<file path="src/hw/rtl/gbf_pkg.sv">
// Shared constants, codes and controller/datapath interface types for the bilinear form core.
`timescale 1ns / 1ps

package gbf_pkg;

	// Default sizes for the top-level parameters.
	localparam int MAX_DIMENSION_DEF = 16;
	localparam int MAX_VECTORS_DEF   = 256;

	// Field widths of the streaming payload.
	localparam int OP_W      = 2;
	localparam int INDEX_W   = 8;
	localparam int GRAM_W    = 32;
	localparam int COMP_W    = 8;
	localparam int FORM_W    = 55;
	localparam int IN_DATA_W = 56;
	localparam int OUT_DATA_W = 56;

	// Width of the a[i]*b[j]*G[i][j] product before accumulation.
	localparam int PROD_W = 48;

	// Configuration port widths and register indexes.
	localparam int CFG_INDEX_W = 8;
	localparam int CFG_DATA_W  = 16;
	localparam logic [CFG_INDEX_W-1:0] REG_DIMENSION    = 8'd0;
	localparam logic [CFG_INDEX_W-1:0] REG_VECTOR_COUNT = 8'd1;

	// Register reset values.
	localparam logic [4:0] DIMENSION_RESET    = 5'd16;
	localparam logic [8:0] VECTOR_COUNT_RESET = 9'd256;

	// Saturation bound of the form value, 2^53.
	localparam logic signed [63:0] FORM_LIMIT = 64'sd9007199254740992;

	// Operation codes carried in the input tuser.
	typedef enum logic [OP_W-1:0] {
		OP_LOAD_GRAM   = 2'd0,
		OP_LOAD_VECTOR = 2'd1,
		OP_QUERY       = 2'd2
	} op_t;

	// Commands from the controller to the datapath.
	typedef struct packed {
		logic wr_gram;   // write one Gram entry from the input beat
		logic wr_vec;    // write one vector component from the input beat
		logic start;     // latch query indices and clear the accumulator
		logic issue;     // issue one multiply-accumulate term at row/column
		logic last;      // the issued term is the final one of the query
		logic load_out;  // move the finished result into the output register
		logic err;       // the result being loaded is an index error
	} gbf_cmd_t;

	// Status from the datapath to the controller.
	typedef struct packed {
		logic acc_done;  // final term enters the accumulator this cycle
		logic out_free;  // output register can take a result this cycle
	} gbf_status_t;

endpackage

</file>
<file path="src/hw/rtl/gbf_ctrl.sv">
// Controller: configuration registers, input decode and the query sequencer state machine.
`timescale 1ns / 1ps

module gbf_ctrl #(
	parameter int MAX_DIMENSION = gbf_pkg::MAX_DIMENSION_DEF,
	parameter int MAX_VECTORS   = gbf_pkg::MAX_VECTORS_DEF,
	localparam int IDX_W = $clog2(MAX_DIMENSION),
	localparam int N_W   = $clog2(MAX_DIMENSION + 1)
) (
	input  logic                                clk,
	input  logic                                arst_n,
	input  logic                                s_tvalid,
	output logic                                s_tready,
	input  logic [gbf_pkg::OP_W-1:0]            op,
	input  logic [gbf_pkg::INDEX_W-1:0]         first_index,
	input  logic [gbf_pkg::INDEX_W-1:0]         second_index,
	input  logic                                cfg_valid,
	output logic                                cfg_ready,
	input  logic [gbf_pkg::CFG_INDEX_W-1:0]     cfg_index,
	input  logic [gbf_pkg::CFG_DATA_W-1:0]      cfg_data,
	input  gbf_pkg::gbf_status_t                status,
	output gbf_pkg::gbf_cmd_t                   cmd,
	output logic [IDX_W-1:0]                    row_idx,
	output logic [IDX_W-1:0]                    col_idx
);

	typedef enum logic [1:0] {
		ST_IDLE,
		ST_RUN,
		ST_DRAIN,
		ST_DONE
	} state_t;

	state_t            state_q;
	logic              live_q;
	logic [4:0]        dimension_q;
	logic [8:0]        vector_count_q;
	logic [IDX_W-1:0]  i_q;
	logic [IDX_W-1:0]  j_q;
	logic              err_q;

	logic              in_beat;
	logic [N_W-1:0]    n_eff;
	logic [N_W-1:0]    n_last;
	logic [31:0]       cnt_eff;
	logic              query_err;
	logic              row_last;
	logic              col_last;
	logic              gram_in_range;
	logic              vec_in_range;

	// Both channels stay closed while reset is asserted.
	assign cfg_ready = live_q;
	assign s_tready  = live_q && (state_q == ST_IDLE);
	assign in_beat   = s_tvalid && s_tready;
	assign row_idx   = i_q;
	assign col_idx   = j_q;

	// Effective dimension and vector count, capped at the built sizes.
	always_comb begin
		if (32'(dimension_q) > MAX_DIMENSION) begin
			n_eff = N_W'(MAX_DIMENSION);
		end else begin
			n_eff = N_W'(dimension_q);
		end
		if (32'(vector_count_q) > MAX_VECTORS) begin
			cnt_eff = 32'(MAX_VECTORS);
		end else begin
			cnt_eff = 32'(vector_count_q);
		end
	end

	assign n_last    = n_eff - N_W'(1);
	assign query_err = (32'(first_index) >= cnt_eff) || (32'(second_index) >= cnt_eff);
	assign row_last  = (32'(i_q) == 32'(n_last));
	assign col_last  = (32'(j_q) == 32'(n_last));

	// Loads outside the built store sizes are dropped.
	assign gram_in_range = (32'(first_index) < MAX_DIMENSION) &&
		(32'(second_index) < MAX_DIMENSION);
	assign vec_in_range  = (32'(first_index) < MAX_VECTORS) &&
		(32'(second_index) < MAX_DIMENSION);

	// Command decode.
	always_comb begin
		cmd = '0;
		cmd.err = err_q;
		if (in_beat) begin
			case (gbf_pkg::op_t'(op))
				gbf_pkg::OP_LOAD_GRAM: begin
					cmd.wr_gram = gram_in_range;
				end
				gbf_pkg::OP_LOAD_VECTOR: begin
					cmd.wr_vec = vec_in_range;
				end
				gbf_pkg::OP_QUERY: begin
					cmd.start = 1'b1;
				end
				default: begin
				end
			endcase
		end
		if (state_q == ST_RUN) begin
			cmd.issue = 1'b1;
			cmd.last  = row_last && col_last;
		end
		if (state_q == ST_DONE) begin
			cmd.load_out = status.out_free;
		end
	end

	// State, counters and configuration registers.
	always_ff @(posedge clk or negedge arst_n) begin
		if (!arst_n) begin
			state_q        <= ST_IDLE;
			live_q         <= 1'b0;
			dimension_q    <= gbf_pkg::DIMENSION_RESET;
			vector_count_q <= gbf_pkg::VECTOR_COUNT_RESET;
			i_q            <= '0;
			j_q            <= '0;
			err_q          <= 1'b0;
		end else begin
			live_q <= 1'b1;
			if (cfg_valid && cfg_ready) begin
				if (cfg_index == gbf_pkg::REG_DIMENSION) begin
					dimension_q <= cfg_data[4:0];
				end else if (cfg_index == gbf_pkg::REG_VECTOR_COUNT) begin
					vector_count_q <= cfg_data[8:0];
				end
			end
			case (state_q)
				ST_IDLE: begin
					if (cmd.start) begin
						i_q   <= '0;
						j_q   <= '0;
						err_q <= query_err;
						if (query_err || (n_eff == '0)) begin
							state_q <= ST_DONE;
						end else begin
							state_q <= ST_RUN;
						end
					end
				end
				ST_RUN: begin
					if (col_last) begin
						j_q <= '0;
						i_q <= i_q + IDX_W'(1);
						if (row_last) begin
							state_q <= ST_DRAIN;
						end
					end else begin
						j_q <= j_q + IDX_W'(1);
					end
				end
				ST_DRAIN: begin
					if (status.acc_done) begin
						state_q <= ST_DONE;
					end
				end
				ST_DONE: begin
					if (status.out_free) begin
						state_q <= ST_IDLE;
					end
				end
				default: begin
					state_q <= ST_IDLE;
				end
			endcase
		end
	end

endmodule

</file>
<file path="config.mk">
export PLATFORM = sky130hd
export DESIGN_NAME = gbf_ctrl
export DESIGN_NICKNAME = d
export VERILOG_FILES = /design/src/hw/rtl/gbf_pkg.sv /design/src/hw/rtl/gbf_ctrl.sv
export SDC_FILE = /design/constraint.sdc
export NUM_CORES = 1
export LEC_CHECK = 0
export BUFFER_PORTS_ARGS = -buffer_cell sky130_fd_sc_hd__buf_2
export CAP_MARGIN = 20
export CORE_MARGIN = 3
export CORE_UTILIZATION = 35
export DETAILED_ROUTE_END_ITERATION = 10
export PLACE_DENSITY_LB_ADDON = 0.12
export SLEW_MARGIN = 20
export SYNTH_ARGS = -nofsm -noshare
export SYNTH_HDL_FRONTEND = slang
export SYNTH_SLANG_ARGS = --single-unit
</file>
<file path="constraint.sdc">
create_clock -name clk -period 4.7 [get_ports clk]
set_input_delay 0.94 -clock clk [delete_from_list [all_inputs] [get_ports clk]]
set_output_delay 0.94 -clock clk [all_outputs]
set_load 0.01 [all_outputs]
</file>
==> impl_metrics.json, run 1 <==
{
  "power.leakage_uw": 0.00117,
  "num-fill-cells": 541,
  "dpl.hpwl_mm": 3.50,
  "antenna_left": 0,
  "place.gp.congestion": 0.707,
  "drc": 0,
  "slew-limit-headroom_pct": 48.2,
  "grt-busiest-layer": "met2",
  "synth_area_sq_um": 1920,
  "io_pins": 65,
  "port_buffers": 57,
  "track_usage_pct": 13.9,
  "cp_top_family": "simple AND/OR/NAND/NOR gates",
  "grt_use_met1_pct": 18.2,
  "area_growth_pct": 22.1,
  "synth_warnings": 0,
  "synth_edf_count": 0,
  "worstPathRequired_ps": 3760,
  "end_kind": "output port",
  "grt.overflow.total": 0,
  "ys_types": 52,
  "die_x_um": 80.1,
  "crit_chain": "nand2b_1 -> ha_1 -> or4b_4 -> a21boi_1 -> nand4_1 -> nor4b_2 -> and2_1 -> buf_2",
  "rr_worst_depth": 7,
  "critPathKind": "flip-flop to output port",
  "drv_cap": 0,
  "status": "finished, final reports clean",
  "setup_viol": 0,
  "fin_crit_ps": 3490,
  "ys_seq_elements": 26,
  "drt_iter0_drc": 47,
  "place_ws_ps": 1490,
  "multiInputGateArea_sq_um": 1200,
  "initial_core_util_pct": 36.9,
  "layout.cells.most_common_list": "57 x buf_2, 24 x dfrtp_1, 23 x ha_1",
  "fin_nets": 311,
  "timing.final.ws_setup_ps": 1210,
  "rows": 26,
  "min_period_over_period_pct": 74.3,
  "global_route.usage.met2_pct": 23.4,
  "cts_tree": "done",
  "r2r_end": "row_idx[0]",
  "syn_nets": 253,
  "cts.reportedPaths.clkPinSlew_ps": 90,
  "seq_area_sq_um": 653,
  "routed_wl_mm": 4.21,
  "vias_per_cell": 4.97,
  "vdd_drop_max_v": 0.000181,
  "die_h_um": 80.1,
  "p_per_area_nw_per_um2": 384,
  "coreArea_sq_um": 5200,
  "yosysSeqAreaShare_pct": 34.0,
  "r2r_start": "dimension_q[4]",
  "fin_area_sq_um": 2340,
  "min_path_cells": 1,
  "cp-start-kind": "flip-flop",
  "cpPeakStageDelay_ps": 410,
  "final_common_cell": "buf_2",
  "place_area_sq_um": 2270,
  "synthArstFlopShare_pct": 100,
  "cp-startpoint": "dimension_q[4]",
  "synth_ff_type": "dfrtp_1",
  "drive_above_1_share_pct": 38.1,
  "die_area_sq_um": 6410,
  "drt_first_pass_iters": 4,
  "wire_per_inst_um": 13.6,
  "post_cts_buffers": 0,
  "cp_slowest_cell": "nor4b_2",
  "rsz0062_at_grt": "no",
  "reg2reg_slack_ps": 2090,
  "worstMarginPinSlew_ps": 771,
  "cts_hold_buffers": 0,
  "finClkSkew_ps": 2.03,
  "hold_end": "vector_count_q[0]",
  "vias": 1536,
  "hold_violations": 0,
  "tns_ps": 0,
  "holdWs_ps": 508,
  "grt_antenna_before_repair": 0,
  "critical_path_buf_inv_count": 1,
  "cp.arrival_ps": 2550,
  "clockBufferDepth": 2,
  "clock_latency_ps": 270,
  "diodes": 0,
  "cp_max_fo": 7,
  "cts_buffers": 3,
  "holdCritStartpoint": "vector_count_q[0]",
  "cts.repair.resized": 0,
  "hp-class": "flip-flop to flip-flop",
  "avgSynthCellArea_sq_um": 10.5,
  "slew_violations": 0,
  "grt_max_degree": 27,
  "root_buffer": "clkbuf_8",
  "met3_usage_pct": 2.91,
  "clock-sinks": 26,
  "grt_pass1_vias": 1560,
  "htree_levels": 1,
  "grt_pass1_wl_mm": 7.09,
  "syn_inst": 182,
  "max_freq_ghz": 0.286
}
-- report_power, final --
group	switching, uW	leakage (uW)	internal (uW)	total, uW
Sequential	61.4	0.000338	271	333
Combinational	186	0.000792	196	382
Clock	70.4	0.0000357	114	184
-- layer usage --
metal | up-vias | routed length, um
li1 | 779 | -
met1 | 720 | 1940
met2 | 35 | 2000
met3 | 2 | 246
met4 | 0 | 22
met5 | - | 0
-- synthesized netlist by cell type (all sizes together), types with 4 or more instances --
cell type	instances	area [sq um]
nor2	9	33.8
o21ai	4	23.8
nand2	8	30.0
dfrtp	24	601
nand2b	11	68.8
nand3	8	40.0
inv	11	41.3
mux2	17	199
xnor2	5	51.3
ha	23	288
nand4	5	31.3
-- stage by stage --
step	util, %	total power [uW]	cells
CTS	44.9	919	309
global placement	43.5	719	305
floorplan	-	612	182
detailed placement	43.5	728	305
finish	45.0	899	309
global route	45.0	985	309
-- layout make-up --
class                      count  area share, %
clock buffer                   3           1.76
clock inverter                 1           1.28
inverter                      11           1.76
multi-input combinational    141           51.4
sequential                    26           27.9
tap                           70           3.74
timing repair buffer          57           12.2
-- flip-flops by register name, indices dropped and copies added, names as in the netlist --
signal,flops
cfg_ready,1
dimension_q,5
state_q,2
vector_count_q,9
col_idx,4
err_q,1
row_idx,4
-- how the worst max path moves through the flow --
stage                        end  cells past startpoint
after global routing      cmd[2]                      8
final                     cmd[2]                      8
after floorplan           cmd[6]                      3
after global placement    cmd[2]                      8
after CTS                 cmd[2]                      8
after detailed placement  cmd[2]                      8
-- cells by family after synthesis --
kind of cell	share of synthesized area (%)
compound gates	10.0
xor+xnor	6.39
fa+ha+maj	15.0
buf+inv	3.52
flops	34.0
mux	11.4
other cells	0.195
simple gates	19.4
(Power assumes the default switching activity.)
==> run 2, diff against run 1 <==
==> constraint.sdc (replaced) <==
create_clock -name clk -period 3.3 [get_ports clk]
set_input_delay 0.66 -clock clk [delete_from_list [all_inputs] [get_ports clk]]
set_output_delay 0.66 -clock clk [all_outputs]
set_load 0.01 [all_outputs]
==> run 2 against run 1 <==
  * Final cell count up 0.32%
  * Clock power up 49%
  * Critical path depth unchanged
  * Clock skew up 1.3 ps
  * Critical path type unchanged
  * Largest cell class unchanged
  * Largest power group unchanged
==> impl_metrics.json, run 2 (synthesis results as in run 1) <==
{
  "setup_viol": 0,
  "place.gp.congestion": 0.720,
  "tns_ps": 0,
  "clock-sinks": 26,
  "diodes": 0,
  "cts_buffers": 3,
  "worstMarginPinSlew_ps": 600,
  "status": "finished, final reports clean",
  "drive_above_1_share_pct": 38.3,
  "final_core_util_pct": 45.3,
  "rr_worst_depth": 7,
  "grt_max_degree": 27,
  "grt_antenna_before_repair": 0,
  "place_ws_ps": 431,
  "grt_pass1_wl_mm": 7.16,
  "wire_per_inst_um": 13.6,
  "vias": 1527,
  "reg2reg_slack_ps": 710,
  "max_freq_ghz": 0.318,
  "slew_violations": 0,
  "fin_area_sq_um": 2360,
  "place_area_sq_um": 2270,
  "hold_violations": 0,
  "hp-class": "primary input to asynchronous set/reset pin",
  "critPathKind": "flip-flop to output port",
  "vdd_drop_max_v": 0.000217,
  "drv_cap": 0,
  "worstPathRequired_ps": 2640,
  "finClkSkew_ps": 3.30,
  "slew-limit-headroom_pct": 60.0,
  "root_buffer": "clkbuf_8",
  "htree_levels": 1,
  "drt_first_pass_iters": 4,
  "die_x_um": 80.1,
  "num-fill-cells": 529,
  "die_area_sq_um": 6410,
  "cp_max_fo": 7,
  "timing.final.ws_setup_ps": 152,
  "port_buffers": 57,
  "dpl.hpwl_mm": 3.45,
  "largest_reg_flops": 9,
  "r2r_end": "row_idx[0]",
  "cp_slowest_cell": "dfstp_2",
  "grt.overflow.total": 0,
  "cts_tree": "done",
  "final_common_cell": "buf_2",
  "min_period_over_period_pct": 95.4,
  "clock_latency_ps": 280,
  "regMostFlops": "vector_count_q",
  "area_growth_pct": 22.8,
  "vias_per_cell": 4.93,
  "cts.reportedPaths.clkPinSlew_ps": 100,
  "cp.arrival_ps": 2490,
  "track_usage_pct": 14.1,
  "coreArea_sq_um": 5200,
  "r2r_start": "dimension_q[4]",
  "rows": 26,
  "endpoint": "cmd[2]",
  "clockBufferDepth": 2,
  "layout.cells.most_common_list": "57 x buf_2, 24 x dfrtp_1, 23 x ha_1",
  "cpPeakStageDelay_ps": 600,
  "rsz0062_at_grt": "no",
  "finalPower_uw": 1300,
  "die_h_um": 80.1,
  "end_kind": "output port",
  "initial_core_util_pct": 36.9,
  "crit_chain": "nand2b_1 -> ha_1 -> or4b_4 -> a21boi_2 -> nand4_1 -> nor4b_4 -> and2_1 -> buf_2",
  "antenna_left": 0,
  "power.leakage_uw": 0.00118,
  "cp-start-kind": "flip-flop",
  "top_regs": "vector_count_q: 9 flops, dimension_q: 5 flops",
  "drc": 0,
  "io_pins": 65,
  "drt_iter0_drc": 57,
  "p_per_area_nw_per_um2": 550,
  "fin_crit_ps": 3150,
  "fin_nets": 312,
  "cp-startpoint": "dimension_q[4]",
  "routed_wl_mm": 4.22,
  "grt_pass1_vias": 1536,
  "post_cts_buffers": 0
}
## run 2: metal layers
layer | share of wire (%) | wire, um | GRT usage (%)
met2 | 45 | 1890 | 23.3
met1 | 48 | 2040 | 18.7
met3 | 5.9 | 250 | 3.14
met5 | 0 | 0 | 0
met4 | 1.0 | 44 | 3.55
## run 2: metrics by stage
step                cells  hold WS [ps]
finish                310           372
global route          310           423
CTS                   310           399
detailed placement    306           496
global placement      306           484
floorplan             182           364
## run 2: layout make-up
| type | instances | area (sq um) | area share, % |
|---|---|---|---|
| multi-input cells | 141 | 1210 | 51.4 |
| flip-flops and latches | 26 | 653 | 27.7 |
| repair buffers | 58 | 293 | 12.4 |
| well taps | 70 | 87.6 | 3.72 |
| clock buffers | 3 | 41.3 | 1.75 |
| inverters | 11 | 41.3 | 1.75 |
| clock inverters | 1 | 30.0 | 1.27 |
## run 2: repair_timing
| action | CTS | global route |
|---|---|---|
| resized for setup | 0 | 2 |
| hold endpoints to repair | 0 | 0 |
| endpoints found under the setup margin | 0 | 1 |
| hold buffers | 0 | 0 |
## run 2: critical path, delay by kind of cell, from the launching register on
family	cells	cell delay, ps
flops	1	600
simple gates	5	1060
fa+ha+maj	1	240
buf+inv	1	130
compound gates	1	190
## run 2: worst min path at each step
| stage | to | start | slack [ps] |
|---|---|---|---|
| floorplan | cfg_ready | arst_n | 360 |
| global placement | err_q | err_q | 480 |
| detailed placement | vector_count_q[4] | vector_count_q[4] | 500 |
| CTS | err_q | arst_n | 400 |
| global route | vector_count_q[6] | arst_n | 420 |
| finish | err_q | arst_n | 370 |
## run 2: where the power goes
part	total (uW)	switching [uW]	internal [uW]	leakage (uW)
logic	547	265	282	0.000808
registers	476	89.5	386	0.000338
clock network	274	111	163	0.0000357
total	1300	466	830	0.00118
==> run 3, diff against run 2 <==
==> constraint.sdc (replaced) <==
create_clock -name clk -period 2.5 [get_ports clk]
set_input_delay 0.5 -clock clk [delete_from_list [all_inputs] [get_ports clk]]
set_output_delay 0.5 -clock clk [all_outputs]
set_load 0.01 [all_outputs]
==> run 3 against run 2 <==
  * The flow now finishes with violations (setup timing)
  * Critical path depth did not move
  * Sequential power grew 31%
  * Setup slack worse by 320 ps
  * Clock-buffer cell count unchanged
  * Die area unchanged
  * Utilization is 2.3 points higher
  * Clock power is 28% higher
  * Final area rose by 5.1%
  * Wire length decreased by 0.69%
  * Non-clock buffer count rose by 11
  * Critical path type unchanged
  * Critical endpoint unchanged
  * Largest power group unchanged
==> impl_metrics.json, run 3 (synthesis results as in run 1) <==
{
  "clock-sinks": 26,
  "vdd_drop_max_v": 0.000346,
  "grt_pass1_vias": 1599,
  "top_regs": "vector_count_q: 9 flops, dimension_q: 5 flops",
  "drt_iter0_drc": 62,
  "grt_antenna_before_repair": 0,
  "die_area_sq_um": 6410,
  "place.gp.congestion": 0.715,
  "drv_cap": 0,
  "io_pins": 65,
  "area_growth_pct": 29.1,
  "antenna_left": 0,
  "cp-startpoint": "dimension_q[4]",
  "setup_viol": 1,
  "vias_per_cell": 4.91,
  "grt_pass1_wl_mm": 7.27,
  "met3_usage_pct": 2.69,
  "largest_reg_flops": 9,
  "cp.arrival_ps": 2170,
  "r2r_start": "dimension_q[4]",
  "grt_use_met1_pct": 18.9,
  "fin_nets": 323,
  "fin_crit_ps": 2670,
  "tns_ps": -165,
  "finClkSkew_ps": 4.84,
  "status": "finished, violations left",
  "clockBufferDepth": 2,
  "end_kind": "output port",
  "die_h_um": 80.1,
  "grt-busiest-layer": "met2",
  "final_core_util_pct": 47.6,
  "violations": "setup timing",
  "cp_max_fo": 4,
  "clock_latency_ps": 270,
  "slew-limit-headroom_pct": 60.4,
  "place_area_sq_um": 2350,
  "fin_area_sq_um": 2480,
  "port_buffers": 57,
  "cts.reportedPaths.clkPinSlew_ps": 90,
  "regMostFlops": "vector_count_q",
  "drc": 0,
  "drive_above_1_share_pct": 43.4,
  "worstPathRequired_ps": 2000,
  "rsz0062_at_grt": "yes",
  "track_usage_pct": 14.1,
  "min_period_over_period_pct": 107,
  "critPathKind": "flip-flop to output port",
  "htree_levels": 1,
  "initial_core_util_pct": 36.9,
  "grt.overflow.total": 0,
  "hp-class": "primary input to asynchronous set/reset pin",
  "grt_max_degree": 27,
  "final_common_cell": "buf_2",
  "root_buffer": "clkbuf_8",
  "timing.final.ws_setup_ps": -165,
  "cts_buffers": 3,
  "cts_tree": "done",
  "coreArea_sq_um": 5200,
  "place_ws_ps": -36.2,
  "wire_per_inst_um": 13.1,
  "vias": 1575,
  "die_x_um": 80.1,
  "drt_first_pass_iters": 4,
  "routed_wl_mm": 4.19,
  "cts_hold_buffers": 0,
  "dpl.hpwl_mm": 3.53,
  "rows": 26,
  "max_freq_ghz": 0.375,
  "power.leakage_uw": 0.00123,
  "layout.cells.most_common_list": "57 x buf_2, 23 x dfrtp_1, 22 x ha_1",
  "diodes": 0,
  "cp-start-kind": "flip-flop",
  "global_route.usage.met2_pct": 24.2,
  "hold_violations": 0,
  "p_per_area_nw_per_um2": 701,
  "slew_violations": 0,
  "worstMarginPinSlew_ps": 594
}
run 3: what timing repair did:
item,4_1_cts,5_1_grt
resized for setup,7,4
pin swaps,4,0
setup buffers,1,0
endpoints found under the setup margin,2,3
run 3: critical path, stage by stage (launching register included):
cell and delay (ps):
dfstp_2 390, nand2b_4 150, ha_4 160, buf_6 110, xnor3_1 350, nand4_1 110, nor4b_2 340, and2_1 160
buf_2 120
run 3: path summary, 6_finish.rpt:
check,to,slack (ps),cells after the start
worst min register to register,err_q,510,1
worst min-delay path,err_q,220,1
worst max-delay path,cmd[2],-170,8
min in group clk,vector_count_q[5],460,2
max in group asynchronous,dimension_q[1],1850,1
worst max register to register,row_idx[0],90,8
run 3: area by class of cell:
type | instances | area, sq um
tap | 70 | 87.6
sequential | 26 | 654
clock buffer | 3 | 41.3
timing repair buffer | 69 | 379
fill | 525 | 2730
inverter | 11 | 41.3
multi-input combinational | 141 | 1240
clock inverter | 1 | 30.0
run 3: where the power goes:
part,total (uW),leakage (uW),switching [uW],internal (uW)
Clock,352,0.0000357,138,214
Sequential,623,0.000336,113,510
Combinational,762,0.000862,356,406
Total,1740,0.00123,607,1130
run 3: through the flow:
| step | power, uW | cells | hold slack, ps |
|---|---|---|---|
| floorplan | 1150 | 182 | 204 |
| detailed placement | 1390 | 316 | 492 |
| CTS | 1760 | 321 | 251 |
| global placement | 1390 | 316 | 485 |
| finish | 1740 | 321 | 216 |
| global route | 1890 | 321 | 265 |
run 3: layer usage:
metal	share of wire, %	wire, um
met2	46	1930
met1	48	2020
met4	0.33	14
met5	0	0
met3	5.5	230
